$ cat src/rtl/qsps_pkg.sv
`default_nettype none
// ----------------------------------------------------------------------------
// qsps_pkg: shared types and constants of the query string pair splitter
// Result codes, character codes, and the result bundle that travels from
// the front classifier through the queue to the result sequencer.
// ----------------------------------------------------------------------------
package qsps_pkg;

    // result kinds
    localparam logic [1:0] KIND_KEY      = 2'd0;
    localparam logic [1:0] KIND_VALUE    = 2'd1;
    localparam logic [1:0] KIND_RESTART  = 2'd2;
    localparam logic [1:0] KIND_PAIR_END = 2'd3;

    // separator characters
    localparam logic [7:0] CHAR_AMP = 8'h26;
    localparam logic [7:0] CHAR_EQ  = 8'h3D;
    localparam logic [7:0] CHAR_PCT = 8'h25;

    // one result as seen on the output ports
    typedef struct packed {
        logic [1:0] kind;
        logic [7:0] data;
        logic       has_value;
        logic       done;
    } t_result;

    // all results caused by one input byte, slot 0 first
    typedef struct packed {
        logic [1:0]        last_idx;
        t_result [3:0]     res;
    } t_bundle;

endpackage
`default_nettype wire

$ cat src/rtl/qsps_front.sv
`default_nettype none
// ----------------------------------------------------------------------------
// qsps_front: byte classifier
// Tracks escape and key/value state and turns each accepted byte into a
// bundle of zero to four results, pushed into the result queue when not empty.
// ----------------------------------------------------------------------------
module qsps_front import qsps_pkg::*; (
    input  wire logic       i_clk,
    input  wire logic       i_rst_n,
    input  wire logic       i_accept,
    input  wire logic [7:0] i_in_byte,
    input  wire logic       i_in_last,
    output logic            o_q_push,
    output t_bundle         o_q_data
);

    typedef enum logic [1:0] {
        ESC_IDLE,
        ESC_PCT,
        ESC_DIGIT
    } t_esc_state;

    t_esc_state    r_esc, n_esc;
    logic [7:0]    r_held, n_held;
    logic          r_inv, n_inv;

    logic [4:0]    v_hex;
    logic [4:0]    v_hi;
    logic          v_plain;
    logic [2:0]    v_idx;
    t_result [3:0] v_res;

    // hex digit decode: bit 4 flags a valid digit
    function automatic logic [4:0] hex_val(input logic [7:0] c);
        logic [4:0] r;
        r = '0;
        if (c >= 8'h30 && c <= 8'h39) r = {1'b1, 4'(c - 8'h30)};
        else if (c >= 8'h41 && c <= 8'h46) r = {1'b1, 4'(c - 8'h37)};
        else if (c >= 8'h61 && c <= 8'h66) r = {1'b1, 4'(c - 8'h57)};
        return r;
    endfunction

    function automatic t_result mk_res(input logic [1:0] kind, input logic [7:0] data,
                                       input logic hasv, input logic done);
        t_result r;
        r.kind      = kind;
        r.data      = data;
        r.has_value = hasv;
        r.done      = done;
        return r;
    endfunction

    // classify the byte and build its result bundle
    always_comb begin
        v_hex   = hex_val(i_in_byte);
        v_hi    = hex_val(r_held);
        v_idx   = 3'd0;
        v_res   = '0;
        v_plain = 1'b0;
        n_esc   = r_esc;
        n_held  = r_held;
        n_inv   = r_inv;

        unique case (r_esc)
            ESC_PCT: begin
                if (v_hex[4] && !i_in_last) begin
                    n_held = i_in_byte;
                    n_esc  = ESC_DIGIT;
                end else begin
                    v_res[v_idx[1:0]] = mk_res(n_inv ? KIND_VALUE : KIND_KEY, CHAR_PCT,
                                               1'b0, 1'b0);
                    v_idx   = v_idx + 3'd1;
                    n_esc   = ESC_IDLE;
                    v_plain = 1'b1;
                end
            end
            ESC_DIGIT: begin
                n_esc = ESC_IDLE;
                if (v_hex[4] && v_hi[4]) begin
                    v_res[v_idx[1:0]] = mk_res(n_inv ? KIND_VALUE : KIND_KEY,
                                               {v_hi[3:0], v_hex[3:0]}, 1'b0, 1'b0);
                    v_idx = v_idx + 3'd1;
                    if (i_in_last) begin
                        v_res[v_idx[1:0]] = mk_res(KIND_PAIR_END, 8'd0, n_inv, 1'b1);
                        v_idx = v_idx + 3'd1;
                        n_inv = 1'b0;
                    end
                end else begin
                    v_res[v_idx[1:0]] = mk_res(n_inv ? KIND_VALUE : KIND_KEY, CHAR_PCT,
                                               1'b0, 1'b0);
                    v_idx = v_idx + 3'd1;
                    v_res[v_idx[1:0]] = mk_res(n_inv ? KIND_VALUE : KIND_KEY, r_held,
                                               1'b0, 1'b0);
                    v_idx   = v_idx + 3'd1;
                    v_plain = 1'b1;
                end
            end
            default: begin
                n_esc   = ESC_IDLE;
                v_plain = 1'b1;
            end
        endcase

        // byte handled with no escape pending
        if (v_plain) begin
            priority if (i_in_byte == CHAR_AMP) begin
                v_res[v_idx[1:0]] = mk_res(KIND_PAIR_END, 8'd0, n_inv, 1'b0);
                v_idx = v_idx + 3'd1;
                n_inv = 1'b0;
            end else if (i_in_byte == CHAR_EQ) begin
                v_res[v_idx[1:0]] = mk_res(KIND_RESTART, 8'd0, 1'b0, 1'b0);
                v_idx = v_idx + 3'd1;
                n_inv = 1'b1;
            end else if (i_in_byte == CHAR_PCT && !i_in_last) begin
                n_esc = ESC_PCT;
            end else begin
                v_res[v_idx[1:0]] = mk_res(n_inv ? KIND_VALUE : KIND_KEY, i_in_byte,
                                           1'b0, 1'b0);
                v_idx = v_idx + 3'd1;
            end
            if (i_in_last) begin
                v_res[v_idx[1:0]] = mk_res(KIND_PAIR_END, 8'd0, n_inv, 1'b1);
                v_idx = v_idx + 3'd1;
                n_inv = 1'b0;
                n_esc = ESC_IDLE;
            end
        end
    end

    // queue push
    assign o_q_push          = i_accept && (v_idx != 3'd0);
    assign o_q_data.last_idx = 2'(v_idx - 3'd1);
    assign o_q_data.res      = v_res;

    // parser state
    always_ff @(posedge i_clk) begin
        if (!i_rst_n) begin
            r_esc  <= ESC_IDLE;
            r_held <= 8'd0;
            r_inv  <= 1'b0;
        end else if (i_accept) begin
            r_esc  <= n_esc;
            r_held <= n_held;
            r_inv  <= n_inv;
        end
    end

`ifndef ASSERT_OFF
    // a pending digit is always a valid hex digit
    a_held_hex: assert property (@(posedge i_clk) disable iff (!i_rst_n)
        (r_esc == ESC_DIGIT) |-> v_hi[4])
        else $error("escape digit held without a valid hex digit");
`endif

endmodule
`default_nettype wire

$ cat src/rtl/qsps_fifo.sv
`default_nettype none
// ----------------------------------------------------------------------------
// qsps_fifo: result bundle queue
// Short flip-flop queue between the classifier and the result sequencer.
// ----------------------------------------------------------------------------
module qsps_fifo import qsps_pkg::*; #(
    parameter int DEPTH = 4
) (
    input  wire logic    i_clk,
    input  wire logic    i_rst_n,
    input  wire logic    i_push,
    input  wire t_bundle i_data,
    input  wire logic    i_pop,
    output t_bundle      o_data,
    output logic         o_full,
    output logic         o_empty
);

    localparam int PW = (DEPTH > 1) ? $clog2(DEPTH) : 1;
    localparam int CW = $clog2(DEPTH + 1);

    t_bundle       r_mem [DEPTH];
    logic [PW-1:0] r_wr, r_rd;
    logic [CW-1:0] r_count;
    logic          v_wr, v_rd;

    assign o_full  = (r_count == CW'(DEPTH));
    assign o_empty = (r_count == '0);
    assign o_data  = r_mem[r_rd];
    assign v_wr    = i_push && !o_full;
    assign v_rd    = i_pop && !o_empty;

    // storage
    always_ff @(posedge i_clk) begin
        if (v_wr) begin
            r_mem[r_wr] <= i_data;
        end
    end

    // pointers and fill count
    always_ff @(posedge i_clk) begin
        if (!i_rst_n) begin
            r_wr    <= '0;
            r_rd    <= '0;
            r_count <= '0;
        end else begin
            if (v_wr) begin
                r_wr <= (r_wr == PW'(DEPTH - 1)) ? '0 : r_wr + 1'b1;
            end
            if (v_rd) begin
                r_rd <= (r_rd == PW'(DEPTH - 1)) ? '0 : r_rd + 1'b1;
            end
            r_count <= r_count + CW'(v_wr) - CW'(v_rd);
        end
    end

endmodule
`default_nettype wire

$ cat src/rtl/qsps_back.sv
`default_nettype none
// ----------------------------------------------------------------------------
// qsps_back: result sequencer
// Takes one bundle at a time from the queue and hands out its results,
// one per transfer, flagging the last result of each bundle.
// ----------------------------------------------------------------------------
module qsps_back import qsps_pkg::*; (
    input  wire logic    i_clk,
    input  wire logic    i_rst_n,
    input  wire t_bundle i_q_data,
    input  wire logic    i_q_empty,
    output logic         o_q_pop,
    input  wire logic    i_pop,
    output logic         o_empty,
    output logic [1:0]   o_out_kind,
    output logic [7:0]   o_out_byte,
    output logic         o_pair_has_value,
    output logic         o_query_done,
    output logic         o_run_last
);

    t_bundle    r_cur;
    logic       r_valid;
    logic [1:0] r_idx;
    t_result    v_res;
    logic       v_at_last;
    logic       v_take;

    assign v_res     = r_cur.res[r_idx];
    assign v_at_last = (r_idx == r_cur.last_idx);
    assign v_take    = r_valid && i_pop;
    assign o_q_pop   = !i_q_empty && (!r_valid || (v_take && v_at_last));

    // result ports
    assign o_empty          = !r_valid;
    assign o_out_kind       = v_res.kind;
    assign o_out_byte       = v_res.data;
    assign o_pair_has_value = v_res.has_value;
    assign o_query_done     = v_res.done;
    assign o_run_last       = v_at_last;

    // bundle load
    always_ff @(posedge i_clk) begin
        if (o_q_pop) begin
            r_cur <= i_q_data;
        end
    end

    // slot walk
    always_ff @(posedge i_clk) begin
        if (!i_rst_n) begin
            r_valid <= 1'b0;
            r_idx   <= 2'd0;
        end else if (o_q_pop) begin
            r_valid <= 1'b1;
            r_idx   <= 2'd0;
        end else if (v_take) begin
            if (v_at_last) begin
                r_valid <= 1'b0;
            end else begin
                r_idx <= r_idx + 2'd1;
            end
        end
    end

`ifndef ASSERT_OFF
    a_idx_range: assert property (@(posedge i_clk) disable iff (!i_rst_n)
        r_valid |-> (r_idx <= r_cur.last_idx))
        else $error("result slot beyond end of bundle");
    a_done_last: assert property (@(posedge i_clk) disable iff (!i_rst_n)
        (r_valid && o_query_done) |-> (o_run_last && (o_out_kind == KIND_PAIR_END)))
        else $error("query end is not the closing pair end of its byte");
    a_flags_zero: assert property (@(posedge i_clk) disable iff (!i_rst_n)
        (r_valid && (o_out_kind != KIND_PAIR_END)) |-> (!o_pair_has_value && !o_query_done))
        else $error("pair flags set on a non pair-end result");
`endif

endmodule
`default_nettype wire

$ cat src/rtl/query_string_pair_splitter_unit.sv
`default_nettype none
// ----------------------------------------------------------------------------
// query_string_pair_splitter_unit: streaming query string pair splitter
// Splits a url-encoded query string into key bytes, value bytes, value
// restarts and pair ends, decoding percent escapes on the way.
// ----------------------------------------------------------------------------
// channel  direction  handshake      payload
// input    in         push / full    i_in_byte, i_in_last
// result   out        empty / pop    o_out_kind, o_out_byte, o_pair_has_value,
//                                    o_query_done, o_run_last
//
// A byte is accepted every cycle while the bundle queue has room; each byte
// yields zero to four results, delivered one transfer per cycle by the back
// end while pop is high and results are waiting.
// A byte's first result shows once the queue has handed its bundle to the back end.
// full rises once four bundles wait behind the one being handed out.
// Synchronous active-low reset clears parser state, queue and sequencer.
// ----------------------------------------------------------------------------
module query_string_pair_splitter_unit import qsps_pkg::*; #(
    parameter int QUEUE_DEPTH = 4
) (
    input  wire logic       i_clk,
    input  wire logic       i_rst_n,
    input  wire logic       push,
    output logic            full,
    input  wire logic [7:0] i_in_byte,
    input  wire logic       i_in_last,
    output logic            empty,
    input  wire logic       pop,
    output logic [1:0]      o_out_kind,
    output logic [7:0]      o_out_byte,
    output logic            o_pair_has_value,
    output logic            o_query_done,
    output logic            o_run_last
);

    logic    w_accept;
    logic    w_q_push, w_q_pop, w_q_full, w_q_empty;
    t_bundle w_q_in, w_q_out;

    assign full     = w_q_full;
    assign w_accept = push && !w_q_full;

    // classifier
    qsps_front u_front (
        .i_clk     (i_clk),
        .i_rst_n   (i_rst_n),
        .i_accept  (w_accept),
        .i_in_byte (i_in_byte),
        .i_in_last (i_in_last),
        .o_q_push  (w_q_push),
        .o_q_data  (w_q_in)
    );

    // bundle queue
    qsps_fifo #(
        .DEPTH (QUEUE_DEPTH)
    ) u_fifo (
        .i_clk   (i_clk),
        .i_rst_n (i_rst_n),
        .i_push  (w_q_push),
        .i_data  (w_q_in),
        .i_pop   (w_q_pop),
        .o_data  (w_q_out),
        .o_full  (w_q_full),
        .o_empty (w_q_empty)
    );

    // result sequencer
    qsps_back u_back (
        .i_clk            (i_clk),
        .i_rst_n          (i_rst_n),
        .i_q_data         (w_q_out),
        .i_q_empty        (w_q_empty),
        .o_q_pop          (w_q_pop),
        .i_pop            (pop),
        .o_empty          (empty),
        .o_out_kind       (o_out_kind),
        .o_out_byte       (o_out_byte),
        .o_pair_has_value (o_pair_has_value),
        .o_query_done     (o_query_done),
        .o_run_last       (o_run_last)
    );

endmodule
`default_nettype wire

$ cat config.mk
export PLATFORM = sky130hd
export DESIGN_NAME = query_string_pair_splitter_unit
export DESIGN_NICKNAME = d
export VERILOG_FILES = /design/src/rtl/qsps_pkg.sv /design/src/rtl/qsps_front.sv /design/src/rtl/qsps_fifo.sv /design/src/rtl/qsps_back.sv /design/src/rtl/query_string_pair_splitter_unit.sv
export SDC_FILE = /design/constraint.sdc
export NUM_CORES = 1
export LEC_CHECK = 0
export ABC_AREA = 1
export ABC_CLOCK_PERIOD_IN_PS = 17800
export BUFFER_PORTS_ARGS = -buffer_cell sky130_fd_sc_hd__buf_2
export CAP_MARGIN = 20
export CORE_ASPECT_RATIO = 0.6
export CORE_MARGIN = 2
export CORE_UTILIZATION = 50
export CTS_BUF_LIST = sky130_fd_sc_hd__clkbuf_8
export DETAILED_ROUTE_END_ITERATION = 7
export GPL_TIMING_DRIVEN = 1
export PLACE_DENSITY = 0.66
export SLEW_MARGIN = 5
export SYNTH_ARGS = -nofsm -noshare
export SYNTH_HDL_FRONTEND = slang
export SYNTH_SLANG_ARGS = --single-unit
$ cat constraint.sdc
create_clock -name i_clk -period 17.8 [get_ports i_clk]
set_input_delay 3.56 -clock i_clk [delete_from_list [all_inputs] [get_ports i_clk]]
set_output_delay 3.56 -clock i_clk [all_outputs]
set_load 0.005 [all_outputs]
# After elaboration in Yosys (flattened, before gate mapping)
# Memories as Yosys holds them, arrays and structs flattened. A register that Yosys moved wholly into a read port is not among the register bits.
# Cells that the tools add are included.
[classes] mux=63 n_bitwise=5 n_lt_le_gt_ge=17 add_sub_neg=14 n_eq_ne=9 reduce_logical=31
[ops] operator="$mux W48" count=6
[ops] operator="$bwmux W48" count=3
[ops] operator="$mux W12" count=6
[ops] operator="$demux W12 S2" count=2
[ops] operator="$and A22 B44 Y44" count=1
[ops] operator="$not A44 Y44" count=1
[ops] operator="$ge A8 B7 Y1 const B" count=4
[ops] operator="$le A8 B7 Y1 const B" count=4
[ops] operator="$mux W5" count=6
[ops] operator="$bmux W12 S2" count=1
[ops] operator="$eq A8 B6 Y1 const B" count=3
[ops] operator="$mux W24" count=1
[ops] operator="$pmux W12 S2" count=1
[ops] operator="$mux W2" count=11
[ops] operator="$logic_and A1 B1 Y1" count=18
[ops] operator="$mux W1" count=18
[ops] operator="$mux W3" count=6
[ops] operator="$ge A8 B6 Y1 const B" count=2
[ops] operator="$le A8 B6 Y1 const B" count=2
[ops] operator="$sub A4 B3 Y4 const B" count=4
[ops] operator="$lt A2 B3 Y1 const B" count=3
[ops] operator="$sub A4 B1 Y4 const B" count=2
[ops] operator="$add A2 B1 Y2 const B" count=3
[ops] operator="$add A3 B1 Y3 const B" count=2
[ops] operator="other kinds (20)" count=29
[totals] mem_bits_rw=200 ff_bits=21 word_cells=148 output_inout_bits=15 n_memories=1 input_bits=13
[memory_table] memory="u_fifo.r_mem" depth=4 word_bits=50 rd=1 rd_clocked_by_memory_dff=1 write_ports=1 line_no="qsps_fifo.sv:22" source="t_bundle r_mem [DEPTH];"

# Logic depth before layout (Yosys ltp)
# Gate-level depths: netlist of the first run.
[depth] depth_word=21 mapped_depth=30 depth_no_buf=30

# Modules after synthesis
# From an unflattened synthesis of the first run, not the netlist that was laid out.
[hier_totals] cells_unflattened=1069 area_unflattened_um2=12179.2
[by_module_without_submodules] module="qsps_fifo" n_inst=1 cells_each=554 seq_area_each_um2=6185.9 area_each_um2=7945.1
[by_module_without_submodules] module="qsps_front" n_inst=1 cells_each=360 seq_area_each_um2=220.2 area_each_um2=2193.4
[by_module_without_submodules] module="qsps_back" n_inst=1 cells_each=153 seq_area_each_um2=1561.5 area_each_um2=2030.7
[by_module_without_submodules] module="query_string_pair_splitter_unit" n_inst=1 cells_each=2 seq_area_each_um2=0.0 area_each_um2=10.0

# Worst setup path before layout of the first run
# OpenSTA, ideal clock, no wires.
[synth_path] kind="input-to-reg" start="input i_in_byte[1]" end="memory u_fifo.r_mem[0][0] (netlist bit) (enable)" required_ns=17.342 slack_ns=9.128 t_arrival_ns=8.215 cell_stages=24 setup_ns=0.458 path_buffers=0 cell_sequence="inv_1 ha_1 inv_1 nor2_1 nand2_1 nand2_2 nand2_4 nand2_4 nand2_4 inv_2 nand3_1 nand2_2 inv_1 ha_1 nand2_1 o21ai_0 ha_1 nand3_1 o21ai_0 a21oi_1 ha_1 nand3_4 nand2_2 nor2_1"
[synth_between] elab_chain_cells=21 elab_cells_between_ends=37 classes_between="add/sub (2); order compare (6); eq/ne (3); mux (17); reduce/logical (9)"
[synth_lines] item="start, declared" line_no="query_string_pair_splitter_unit.sv:26" source="input wire logic [7:0] i_in_byte,"
[synth_lines] item="$ge A8 B7 Y1 or $le A8 B7 Y1 (tied branches)" line_no="qsps_front.sv:39" source="else if (c >= 8'h61 && c <= 8'h66) r = {1'b1, 4'(c - 8'h57)};"
[synth_lines] item="$logic_and A1 B1 Y1" line_no="qsps_front.sv:39"
[synth_lines] item="$mux W5" line_no="qsps_front.sv:39"
[synth_lines] item="$mux W5" line_no="qsps_front.sv:38" source="else if (c >= 8'h41 && c <= 8'h46) r = {1'b1, 4'(c - 8'h37)};"
[synth_lines] item="$mux W5" line_no="qsps_front.sv:37" source="if (c >= 8'h30 && c <= 8'h39) r = {1'b1, 4'(c - 8'h30)};"
[synth_lines] item="$logic_and A1 B1 Y1, on equally long branches" line_no="qsps_front.sv:79, qsps_front.sv:66"
[synth_lines] item="$mux W2 or $mux W1 (tied branches)" line_no="qsps_front.sv:79, qsps_front.sv:66"
[synth_lines] item="$pmux W3 S2" line_no="qsps_front.sv:64" source="unique case (r_esc)"
[synth_lines] item="[5 not listed]"
[synth_lines] item="$add A3 B1 Y3" line_no="qsps_front.sv:123" source="v_idx = v_idx + 3'd1;"
[synth_lines] item="$mux W3" line_no="qsps_front.sv:121" source="if (i_in_last) begin"
[synth_lines] item="$mux W3 (*)" line_no="qsps_front.sv:105" source="if (v_plain) begin"
[synth_lines] item="$reduce_bool A3 Y1 (*)" line_no="qsps_front.sv:131" source="assign o_q_push = i_accept && (v_idx != 3'd0);"
[synth_lines] item="$logic_and A1 B1 Y1 (*)" line_no="qsps_front.sv:131"
[synth_lines] item="$logic_and A1 B1 Y1 (*)" line_no="qsps_fifo.sv:30" source="assign v_wr = i_push && !o_full;"
[synth_lines] item="$mux W1 (*)" line_no="qsps_fifo.sv:35" source="if (v_wr) begin"
[synth_lines] item="$mux W1 (implied by the code) (*)" line_no="qsps_fifo.sv:36" source="r_mem[r_wr] <= i_data;"
[synth_lines] item="end, declared" line_no="qsps_fifo.sv:22"
# Every way passes the cells marked *; elsewhere a longest branch is shown, timed or not. The select of a mux whose other input is x is not followed.

# Worst setup path in the final report of the first run
[layout_path] start="input i_in_byte[1]" end="memory u_fifo.r_mem[0][30] (netlist bit) (enable)"
# Same word-level chain as after synthesis.

==> impl_metrics.json, run 1 <==
{
  "slew_violations": 0,
  "whs_ns": 0.495,
  "die-area_sq_mm": 0.0249,
  "cp_common_cell": "ha_1",
  "clock_latency_ns": 0.54,
  "max_stage_delay_ns": 0.60,
  "timing.rr.start": "u_front.r_esc[0]",
  "status": "finished, final reports clean",
  "initial_utilization_pct": 50.9,
  "setup_viol": 0,
  "ir_worst_vdd_uv": 82.2,
  "powerDensity_mw_per_mm2": 144,
  "r2r_cells": 19,
  "dr.pass1.iters": 5,
  "via_per_inst": 5.59,
  "first_global_vias": 7247,
  "die_w_um": 202,
  "syn_area_sq_mm": 0.0118,
  "drive_gt1_share_pct": 12.6,
  "hpwlAfterDp_um": 19300,
  "max-slew-margin-rel_pct": 35.2,
  "fin_tns_setup_ns": 0,
  "clock_sinks": 271,
  "min_period_over_period_pct": 41.7,
  "syn-instance-count": 1024,
  "cp_num_buf_inv": 5,
  "max_freq_mhz": 135,
  "clockBufferDepth": 3,
  "synthArstFlopShare_pct": 0,
  "ys.flop_type": "edfxtp_1",
  "crit_path_start_kind": "input pin",
  "internal_power_w": 0.00124,
  "clk_pin_slew_ns": 0.08,
  "critPathSlowestCell": "buf_4",
  "yosys-top-cells-count": "edfxtp_1 (250), nor2_1 (154), o21ai_0 (150)",
  "cts_hold_buf": 0,
  "worst_setup_path_end_kind": "flop",
  "worstMarginPinSlew_ns": 0.962,
  "syn_nets": 1062,
  "worstHoldPathType": "flop to flop",
  "cts_tree": "yes",
  "final_hold_viol_count": 0,
  "grtUsageTotal_pct": 24.7,
  "final-seq-area_sq_mm": 0.00793,
  "p_comb_share_pct": 26.3,
  "wire_per_inst_um": 21.3,
  "cts_resized": 0,
  "port_buffers": 27,
  "die_h_um": 123,
  "synth_seq_area_share_pct": 67.3,
  "arrival_ns": 7.59,
  "n_fill_cell": 1979,
  "synthDominantAreaCellType": "edfxtp_1",
  "swShare_pct": 33.6,
  "path_class": "input pin to flop",
  "finalClockSkew_ns": 0.0207,
  "drt_iter0_drc": 738,
  "yosysWarnings": 0,
  "crit_fanout": 50,
  "row_count": 43,
  "ys_types": 44,
  "clockRootBuffer": "clkbuf_8",
  "layout_setup_ws_ns": 10.37,
  "ctsHtreeMaxLevel": 2,
  "maxCapViolations": 0,
  "syn_area_per_cell_sq_um": 11.5,
  "boundaryPins": 28,
  "area.growth.synth_to_final_pct": 9.96,
  "detail-route-antenna-nets": 0,
  "p_sw_w": 0.000629,
  "gp_congestion": 0.953,
  "period_needed_ns": 7.43,
  "r2r_setup_slack_ns": 13.07,
  "nets": 1093,
  "path_delay_family": "simple AND/OR/NAND/NOR gates",
  "hp-start": "u_front.r_esc[1]",
  "cts_buffers": 40,
  "drc_errors": 0,
  "p_seq_share_pct": 48.4,
  "core_sq_mm": 0.0231,
  "pre_cts_ws_ns": 9.88,
  "num_vias": 7815,
  "antenna_found_initial": 1,
  "yosys.area.top_type_share_pct": 63.7,
  "cts_setup_buffers": 0,
  "pwr-share-clk_pct": 25.3,
  "drt_wl_total_um": 29800,
  "grt_pass1_wl_um": 45200,
  "synth_edf_count": 250,
  "rsz0062_at_grt": "false",
  "whs_endpoint": "u_front.r_esc[1]",
  "grt_max_degree": 61,
  "multi_input_area_sq_mm": 0.00333,
  "globalRoute.totalOverflow": 0,
  "yosys-top-cells-area": "edfxtp_1 (64%), o21ai_0 (6.4%), nor2_1 (4.9%), dfxtp_1 (3.6%), o22ai_1 (3.3%)",
  "whs_path_depth": 2,
  "r2r-end": "u_fifo.r_mem[0][30]",
  "ys_seq_elements": 271,
  "critPathLaunch": "i_in_byte[1]",
  "synth.most_common_cell": "edfxtp_1",
  "leakagePower_nw": 4.82,
  "crit_required_ns": 17.96
}
==> power by group through the flow <==
stage          combinational [W]  clock (W)  sequential, W
2_1_floorplan           0.000333          0       0.000897
3_3_place_gp            0.000489          0       0.000916
3_5_place_dp            0.000492          0       0.000919
4_1_cts                 0.000494   0.000484       0.000906
5_1_grt                 0.000550   0.000511       0.000917
6_report                0.000491   0.000473       0.000906
==> sequential cells by signal, summed over array words and instances (netlist names) <==
name            cells
u_back.r_valid      1
u_back.r_idx        2
u_fifo.r_count      3
u_front.r_esc       2
u_back.r_cur       50
u_front.r_inv       1
u_fifo.r_mem      200
u_fifo.r_rd         2
u_front.r_held      8
u_fifo.r_wr         2
==> worst min-delay path, cell delays in order, from the launching register on <==
cell and delay, ns:
dfxtp_1 0.33, nand2_1 0.06, a21oi_1 0.06
==> worst max path at each step <==
stage,slack (ns),to,depth (start not counted)
3_5_place_dp,9.88,u_fifo.r_mem[0][29],25
3_3_place_gp,10.07,u_fifo.r_mem[0][29],25
2_1_floorplan,9.13,u_fifo.r_mem[0][0],24
5_1_grt,10.10,u_fifo.r_mem[0][14],26
4_1_cts,10.45,u_fifo.r_mem[0][14],25
6_report,10.37,u_fifo.r_mem[0][30],25
==> layer usage <==
layer / vias up / global-route usage [%] / part of all wire [%]
li1: 3726 / - / -
met5: - / 0 / 0
met1: 3789 / 36.2 / 47
met3: 34 / 7.20 / 8.8
met4: 0 / 4.70 / 1.1
met2: 266 / 37.0 / 43
==> placed cells by master (no fill, tap or decap), types with 2 or more instances in the layout <==
cell and count:
a211oi_1 5, a21oi_1 40, a31oi_1 5, buf_2 27
buf_4 10, bufinv_16 2, clkbuf_8 41, clkinv_1 12
clkinv_2 3, dfxtp_1 19, edfxtp_1 250, ha_1 24
inv_1 92, inv_2 12, inv_4 2, nand2_1 71
nand2_2 12, nand2_4 8, nand3_1 15, nand3_2 2
nand3_4 2, nand4_1 13, nor2_1 149, nor2_4 5
nor3_1 14, o21a_1 3, o21ai_0 150, o21ai_1 11
o22ai_1 63, xor2_1 3
==> cell type report <==
type | instances | area share (%)
Inverter | 94 | 2.76
Clock inverter | 29 | 1.27
Multi-Input combinational cell | 611 | 25.7
Sequential cell | 271 | 61.2
Antenna cell | 1 | 0.0193
Clock buffer | 41 | 4.35
Timing Repair Buffer | 37 | 1.62
Tap cell | 315 | 3.04
==> stage by stage <==
step	util (%)	cell area (sq um)	cells	power (W)
2_1_floorplan	-	11800	1024	0.00123
3_5_place_dp	52.9	12200	1328	0.00141
3_3_place_gp	52.9	12200	1328	0.00141
4_1_cts	56.0	13000	1398	0.00188
5_1_grt	56.0	13000	1398	0.00198
6_report	56.0	13000	1399	0.00187
==> cell families (layout without fill, tap and decap cells) <==
kind of cell,count (synthesis),count (layout),share of synthesized area (%)
xor+xnor,4,4,0.361
other cells,0,1,0
compound gates,282,282,13.0
buf+inv,142,201,4.78
flops,271,271,67.3
simple gates,300,300,11.8
fa+ha+maj,25,25,2.72
(Power assumes the default switching activity.)
==> inputs of run 2 (changes only) <==
--- a/config.mk
+++ b/config.mk
@@ -5,8 +5,8 @@
 export SDC_FILE = /design/constraint.sdc
 export NUM_CORES = 1
 export LEC_CHECK = 0
-export ABC_AREA = 1
-export ABC_CLOCK_PERIOD_IN_PS = 17800
+export ABC_AREA = 0
+export ABC_CLOCK_PERIOD_IN_PS = 6700
 export BUFFER_PORTS_ARGS = -buffer_cell sky130_fd_sc_hd__buf_2
 export CAP_MARGIN = 20
 export CORE_ASPECT_RATIO = 0.6
@@ -15,7 +15,7 @@
 export CTS_BUF_LIST = sky130_fd_sc_hd__clkbuf_8
 export DETAILED_ROUTE_END_ITERATION = 7
 export GPL_TIMING_DRIVEN = 1
-export PLACE_DENSITY = 0.66
+export PLACE_DENSITY = 0.69
 export SLEW_MARGIN = 5
 export SYNTH_ARGS = -nofsm -noshare
 export SYNTH_HDL_FRONTEND = slang
==> constraint.sdc (replaced) <==
create_clock -name i_clk -period 6.7 [get_ports i_clk]
set_input_delay 1.34 -clock i_clk [delete_from_list [all_inputs] [get_ports i_clk]]
set_output_delay 1.34 -clock i_clk [all_outputs]
set_load 0.005 [all_outputs]
==> impl_metrics.json, run 2 <==
{
  "status": "finished, final reports clean",
  "largest_register_ffs": 200,
  "path_class": "input pin to flop",
  "ctsHtreeMaxLevel": 2,
  "syn_nets": 736,
  "final_common_cell": "edfxtp_1",
  "cts_resized": 0,
  "row_count": 43,
  "final_cell_mix": "edfxtp_1 (250), mux4_2 (62), clkbuf_8 (42)",
  "final_hold_viol_count": 0,
  "gp_congestion": 0.945,
  "synthDominantAreaCellType": "edfxtp_1",
  "max-slew-margin-rel_pct": 25.2,
  "syn-instance-count": 698,
  "worstHoldPathType": "flop to flop",
  "synth_seq_area_share_pct": 67.3,
  "crit_fanout": 41,
  "syn_area_sq_mm": 0.0118,
  "drive_gt1_share_pct": 24.7,
  "r2r_setup_slack_ns": 1.45,
  "reg.largest.list": "u_fifo.r_mem (200), u_back.r_cur (50), u_front.r_held (8)",
  "slew_violations": 0,
  "grtUsageTotal_pct": 23.0,
  "clock_latency_ns": 0.56,
  "core_sq_mm": 0.0231,
  "hp-start": "u_front.r_esc[0]",
  "arrival_ns": 5.89,
  "ir_worst_vdd_uv": 334,
  "antenna_found_initial": 0,
  "yosys-top-cells-count": "edfxtp_1 (250), mux4_2 (62), nand2_1 (38)",
  "clock_sinks": 271,
  "clockBufferDepth": 3,
  "yosys.area.top_type_share_pct": 63.8,
  "timing.rr.start": "u_front.r_held[0]",
  "worst_setup_path_end_kind": "flop",
  "period_needed_ns": 5.67,
  "die_h_um": 123,
  "postLayoutCellArea_sq_mm": 0.0131,
  "maxCapViolations": 0,
  "dr.pass1.iters": 5,
  "clockRootBuffer": "clkbuf_8",
  "nets": 782,
  "synthArstFlopShare_pct": 0,
  "fin_tns_setup_ns": 0,
  "globalRoute.totalOverflow": 0,
  "ys.flop_type": "edfxtp_1",
  "top_register": "u_fifo.r_mem",
  "place_area_sq_mm": 0.0123,
  "critPathLaunch": "i_in_byte[1]",
  "syn_area_per_cell_sq_um": 16.9,
  "initial_utilization_pct": 50.9,
  "grt_max_degree": 55,
  "drt_iter0_drc": 846,
  "grt_pass1_wl_um": 41600,
  "cts_buffers": 41,
  "cts_hold_buf": 0,
  "num_vias": 6589,
  "cts_setup_buffers": 0,
  "powerDensity_mw_per_mm2": 348,
  "cts_tree": "yes",
  "detail-route-antenna-nets": 0,
  "setup_viol": 0,
  "ys_seq_elements": 271,
  "wire_per_inst_um": 25.0,
  "drc_errors": 0,
  "hpwlAfterDp_um": 18000,
  "leakagePower_nw": 4.36,
  "ys_types": 80,
  "via_per_inst": 6.04,
  "synth.most_common_cell": "edfxtp_1",
  "die-area_sq_mm": 0.0248,
  "boundaryPins": 28,
  "rsz0062_at_grt": "false",
  "first_global_vias": 6452,
  "die_w_um": 202,
  "min_period_over_period_pct": 84.6,
  "area.growth.synth_to_final_pct": 11.1,
  "finalClockSkew_ns": 0.0141,
  "synth_edf_count": 250,
  "clk_pin_slew_ns": 0.06,
  "crit_path_start_kind": "input pin",
  "port_buffers": 27,
  "yosys-top-cells-area": "edfxtp_1 (64%), mux4_2 (12%), dfxtp_1 (3.6%), ha_1 (2.6%), nand2_1 (1.2%)",
  "yosysWarnings": 0,
  "crit_required_ns": 6.92,
  "drt_wl_total_um": 27200,
  "max_freq_mhz": 176,
  "worstMarginPinSlew_ns": 1.12
}
## run 2: critical path: stages
cell	delay (ns)
buf_2	0.20
inv_1	0.11
ha_1	0.26
o21bai_1	0.29
a21oi_1	0.22
nor2_1	0.51
nor3_1	0.13
a21oi_2	0.29
ha_1	0.31
a21o_1	0.19
ha_1	0.28
nand2_1	0.05
a22oi_1	0.18
a211oi_1	0.07
ha_1	0.22
a31o_1	0.19
a31oi_2	0.33
and2_2	0.38
buf_12	0.28
## run 2: cell type report
cell class / instances / area [sq um]
multi-input cells: 364 / 3600
flip-flops and latches: 271 / 7930
repair buffers: 43 / 305
fillers: 1841 / 10100
clock buffers: 42 / 578
well taps: 315 / 394
clock inverters: 31 / 185
inverters: 23 / 86.3
diodes: 1 / 2.50
## run 2: worst paths after layout
kind	end	depth (start not counted)
worst min register to register	u_front.r_esc[0]	2
worst min-delay path	u_front.r_esc[0]	2
worst max register to register	u_fifo.r_mem[2][27]	17
worst max-delay path	u_fifo.r_mem[2][27]	19
## run 2: logic make-up after synthesis
logic type	share of synthesized area (%)
flops	67.3
simple gates	7.82
compound gates	6.14
mux	12.8
buf+inv	2.28
fa+ha+maj	2.72
xor+xnor	0.893
## run 2: metal layers
layer	global-route usage (%)	share of wire [%]	vias to the layer above
li1	-	-	2893
met1	37.6	48	3370
met2	31.5	41	291
met3	4.59	8.9	35
met4	4.97	1.3	0
met5	0	0	-
## run 2: stage by stage
stage | util (%) | total power [W] | worst slack, ns | hold slack, ns | cells
floorplan | - | 0.00301 | 0.574 | 0.449 | 698
global placement | 53.2 | 0.00330 | 0.643 | 0.462 | 1016
detailed placement | 53.2 | 0.00334 | 0.522 | 0.484 | 1016
CTS | 56.5 | 0.00463 | 1.11 | 0.500 | 1089
global route | 56.5 | 0.00479 | 0.770 | 0.520 | 1089
finish | 56.6 | 0.00455 | 1.03 | 0.495 | 1090
## run 2: report_power, final
| group | internal [W] | leakage, nW | switching [W] |
|---|---|---|---|
| combinational | 0.000461 | 1.35 | 0.000506 |
| sequential | 0.00221 | 2.56 | 0.0000929 |
| clock | 0.000664 | 0.447 | 0.000618 |
| total | 0.00334 | 4.36 | 0.00122 |
==> inputs of run 3 (changes only) <==
--- a/config.mk
+++ b/config.mk
@@ -6,7 +6,7 @@
 export NUM_CORES = 1
 export LEC_CHECK = 0
 export ABC_AREA = 0
-export ABC_CLOCK_PERIOD_IN_PS = 6700
+export ABC_CLOCK_PERIOD_IN_PS = 4700
 export BUFFER_PORTS_ARGS = -buffer_cell sky130_fd_sc_hd__buf_2
 export CAP_MARGIN = 20
 export CORE_ASPECT_RATIO = 0.6
==> constraint.sdc (replaced) <==
create_clock -name i_clk -period 4.7 [get_ports i_clk]
set_input_delay 0.94 -clock i_clk [delete_from_list [all_inputs] [get_ports i_clk]]
set_output_delay 0.94 -clock i_clk [all_outputs]
set_load 0.005 [all_outputs]
==> impl_metrics.json, run 3 (same netlist as run 2, synthesis figures left out) <==
{
  "detail-route-antenna-nets": 0,
  "cts_buffers": 40,
  "slew_violations": 0,
  "diodes": 0,
  "grt_pass1_wl_um": 41500,
  "drive_gt1_share_pct": 30.9,
  "core_sq_mm": 0.0231,
  "largest_register_ffs": 200,
  "crit_required_ns": 5.10,
  "area.growth.synth_to_final_pct": 16.3,
  "max_freq_mhz": 233,
  "r2r_setup_slack_ns": 0.40,
  "drt_wl_total_um": 27700,
  "grt_max_degree": 54,
  "top_register": "u_fifo.r_mem",
  "boundaryPins": 28,
  "die-area_sq_mm": 0.0248,
  "n_fill_cell": 1717,
  "place_area_sq_mm": 0.0129,
  "whs_ns": 0.486,
  "rsz0062_at_grt": "false",
  "worstHoldPathType": "flop to flop",
  "final-seq-area_sq_mm": 0.00793,
  "row_count": 43,
  "ir_worst_vdd_uv": 323,
  "min_period_over_period_pct": 91.4,
  "wire_per_inst_um": 24.3,
  "drt_iter0_drc": 716,
  "num_vias": 6927,
  "arrival_ns": 4.70,
  "final_common_cell": "edfxtp_1",
  "period_needed_ns": 4.30,
  "clockRootBuffer": "clkbuf_8",
  "initial_utilization_pct": 50.9,
  "crit_fanout": 8,
  "clk_pin_slew_ns": 0.06,
  "via_per_inst": 6.06,
  "grtUsageTotal_pct": 22.9,
  "cts_hold_buf": 0,
  "final_hold_viol_count": 0,
  "port_buffers": 27,
  "max-slew-margin-rel_pct": 46.9,
  "ctsHtreeMaxLevel": 2,
  "powerDensity_mw_per_mm2": 479,
  "finalClockSkew_ns": 0.0137,
  "first_global_vias": 6811,
  "setup_viol": 0,
  "maxCapViolations": 0,
  "status": "finished, final reports clean",
  "postLayoutCellArea_sq_mm": 0.0137,
  "cts_tree": "yes",
  "leakagePower_nw": 4.66,
  "antenna_found_initial": 0,
  "drc_errors": 0,
  "clockBufferDepth": 3,
  "multi_input_area_sq_mm": 0.00366,
  "path_class": "flop to flop",
  "crit_path_start_kind": "flop",
  "clock_latency_ns": 0.55,
  "nets": 835,
  "die_w_um": 202,
  "worstMarginPinSlew_ns": 0.794,
  "die_h_um": 123,
  "dr.pass1.iters": 5,
  "final_cell_mix": "edfxtp_1 (250), mux4_2 (62), buf_4 (55)",
  "globalRoute.totalOverflow": 0,
  "clock_sinks": 271,
  "hpwlAfterDp_um": 19200,
  "reg.largest.list": "u_fifo.r_mem (200), u_back.r_cur (50), u_front.r_held (8)",
  "gp_congestion": 0.947,
  "worst_setup_path_end_kind": "flop"
}
==> run 3: cell types whose count changed in the layout (fill, tap and decap cells not counted), moves of 2 or more <==
cell,before,now
buf_4,12,55
buf_12,4,14
clkinv_2,3,10
inv_1,37,32
and2_2,4,0
and2_4,0,4
ha_1,24,22
==> run 3: cell type report <==
cell class | instances | share of cell area (%)
well taps | 315 | 2.88
multi-input cells | 364 | 26.7
clock buffers | 41 | 4.12
repair buffers | 97 | 6.25
inverters | 23 | 0.630
clock inverters | 32 | 1.48
flip-flops and latches | 271 | 57.9
==> run 3: power by group <==
part	leakage, nW	switching, W	internal [W]
registers	2.56	0.000159	0.00315
logic	1.66	0.000714	0.000721
clock network	0.439	0.000886	0.000934
==> run 3: worst max-delay path, stage by stage, from the launching register on <==
cell	delay [ns]
dfxtp_1	0.51
inv_1	0.12
ha_1	0.22
o21bai_1	0.25
a2111oi_4	0.14
a31oi_4	0.34
nor3_2	0.10
a21oi_4	0.20
ha_4	0.23
a21o_1	0.17
ha_1	0.27
nand2_1	0.07
a22oi_1	0.07
a211oi_1	0.20
ha_2	0.23
a31o_1	0.18
a31oi_4	0.05
ha_1	0.22
fa_1	0.38
xnor2_1	0.18
nor2_1	0.05
==> run 3: layer usage <==
layer | global-route usage [%] | vias up | routed length (um)
li1 | - | 3008 | -
met1 | 35.3 | 3499 | 12800
met2 | 32.4 | 379 | 11600
met3 | 6.11 | 41 | 2830
met4 | 5.43 | 0 | 475
met5 | 0 | - | 0
==> run 3: final timing paths <==
check | from | end | depth (start not counted)
max | u_front.r_held[0] | u_fifo.r_count[2] | 20
min | u_front.r_esc[0] | u_front.r_esc[0] | 2
max reg2reg | u_front.r_held[0] | u_fifo.r_count[2] | 20
min reg2reg | u_front.r_esc[0] | u_front.r_esc[0] | 2
==> run 3: per-stage QoR <==
stage | utilization (%) | instances | setup TNS [ns] | power (W) | worst slack, ns
after detailed placement | 55.7 | 1068 | -14.58 | 0.00480 | -0.115
final | 59.2 | 1143 | 0 | 0.00657 | 0.402
after CTS | 59.1 | 1141 | 0 | 0.00663 | 0.216
after floorplan | - | 698 | -10.78 | 0.00428 | -0.0538
after global routing | 59.2 | 1143 | 0 | 0.00687 | 0.192
after global placement | 55.7 | 1068 | -9.39 | 0.00475 | -0.109
==> run 3: what timing repair did <==
| item | 4_1_cts | 5_1_grt |
|---|---|---|
| setup buffers | 0 | 1 |
| gates resized for setup | 0 | 0 |
| setup endpoints to repair | 0 | 56 |
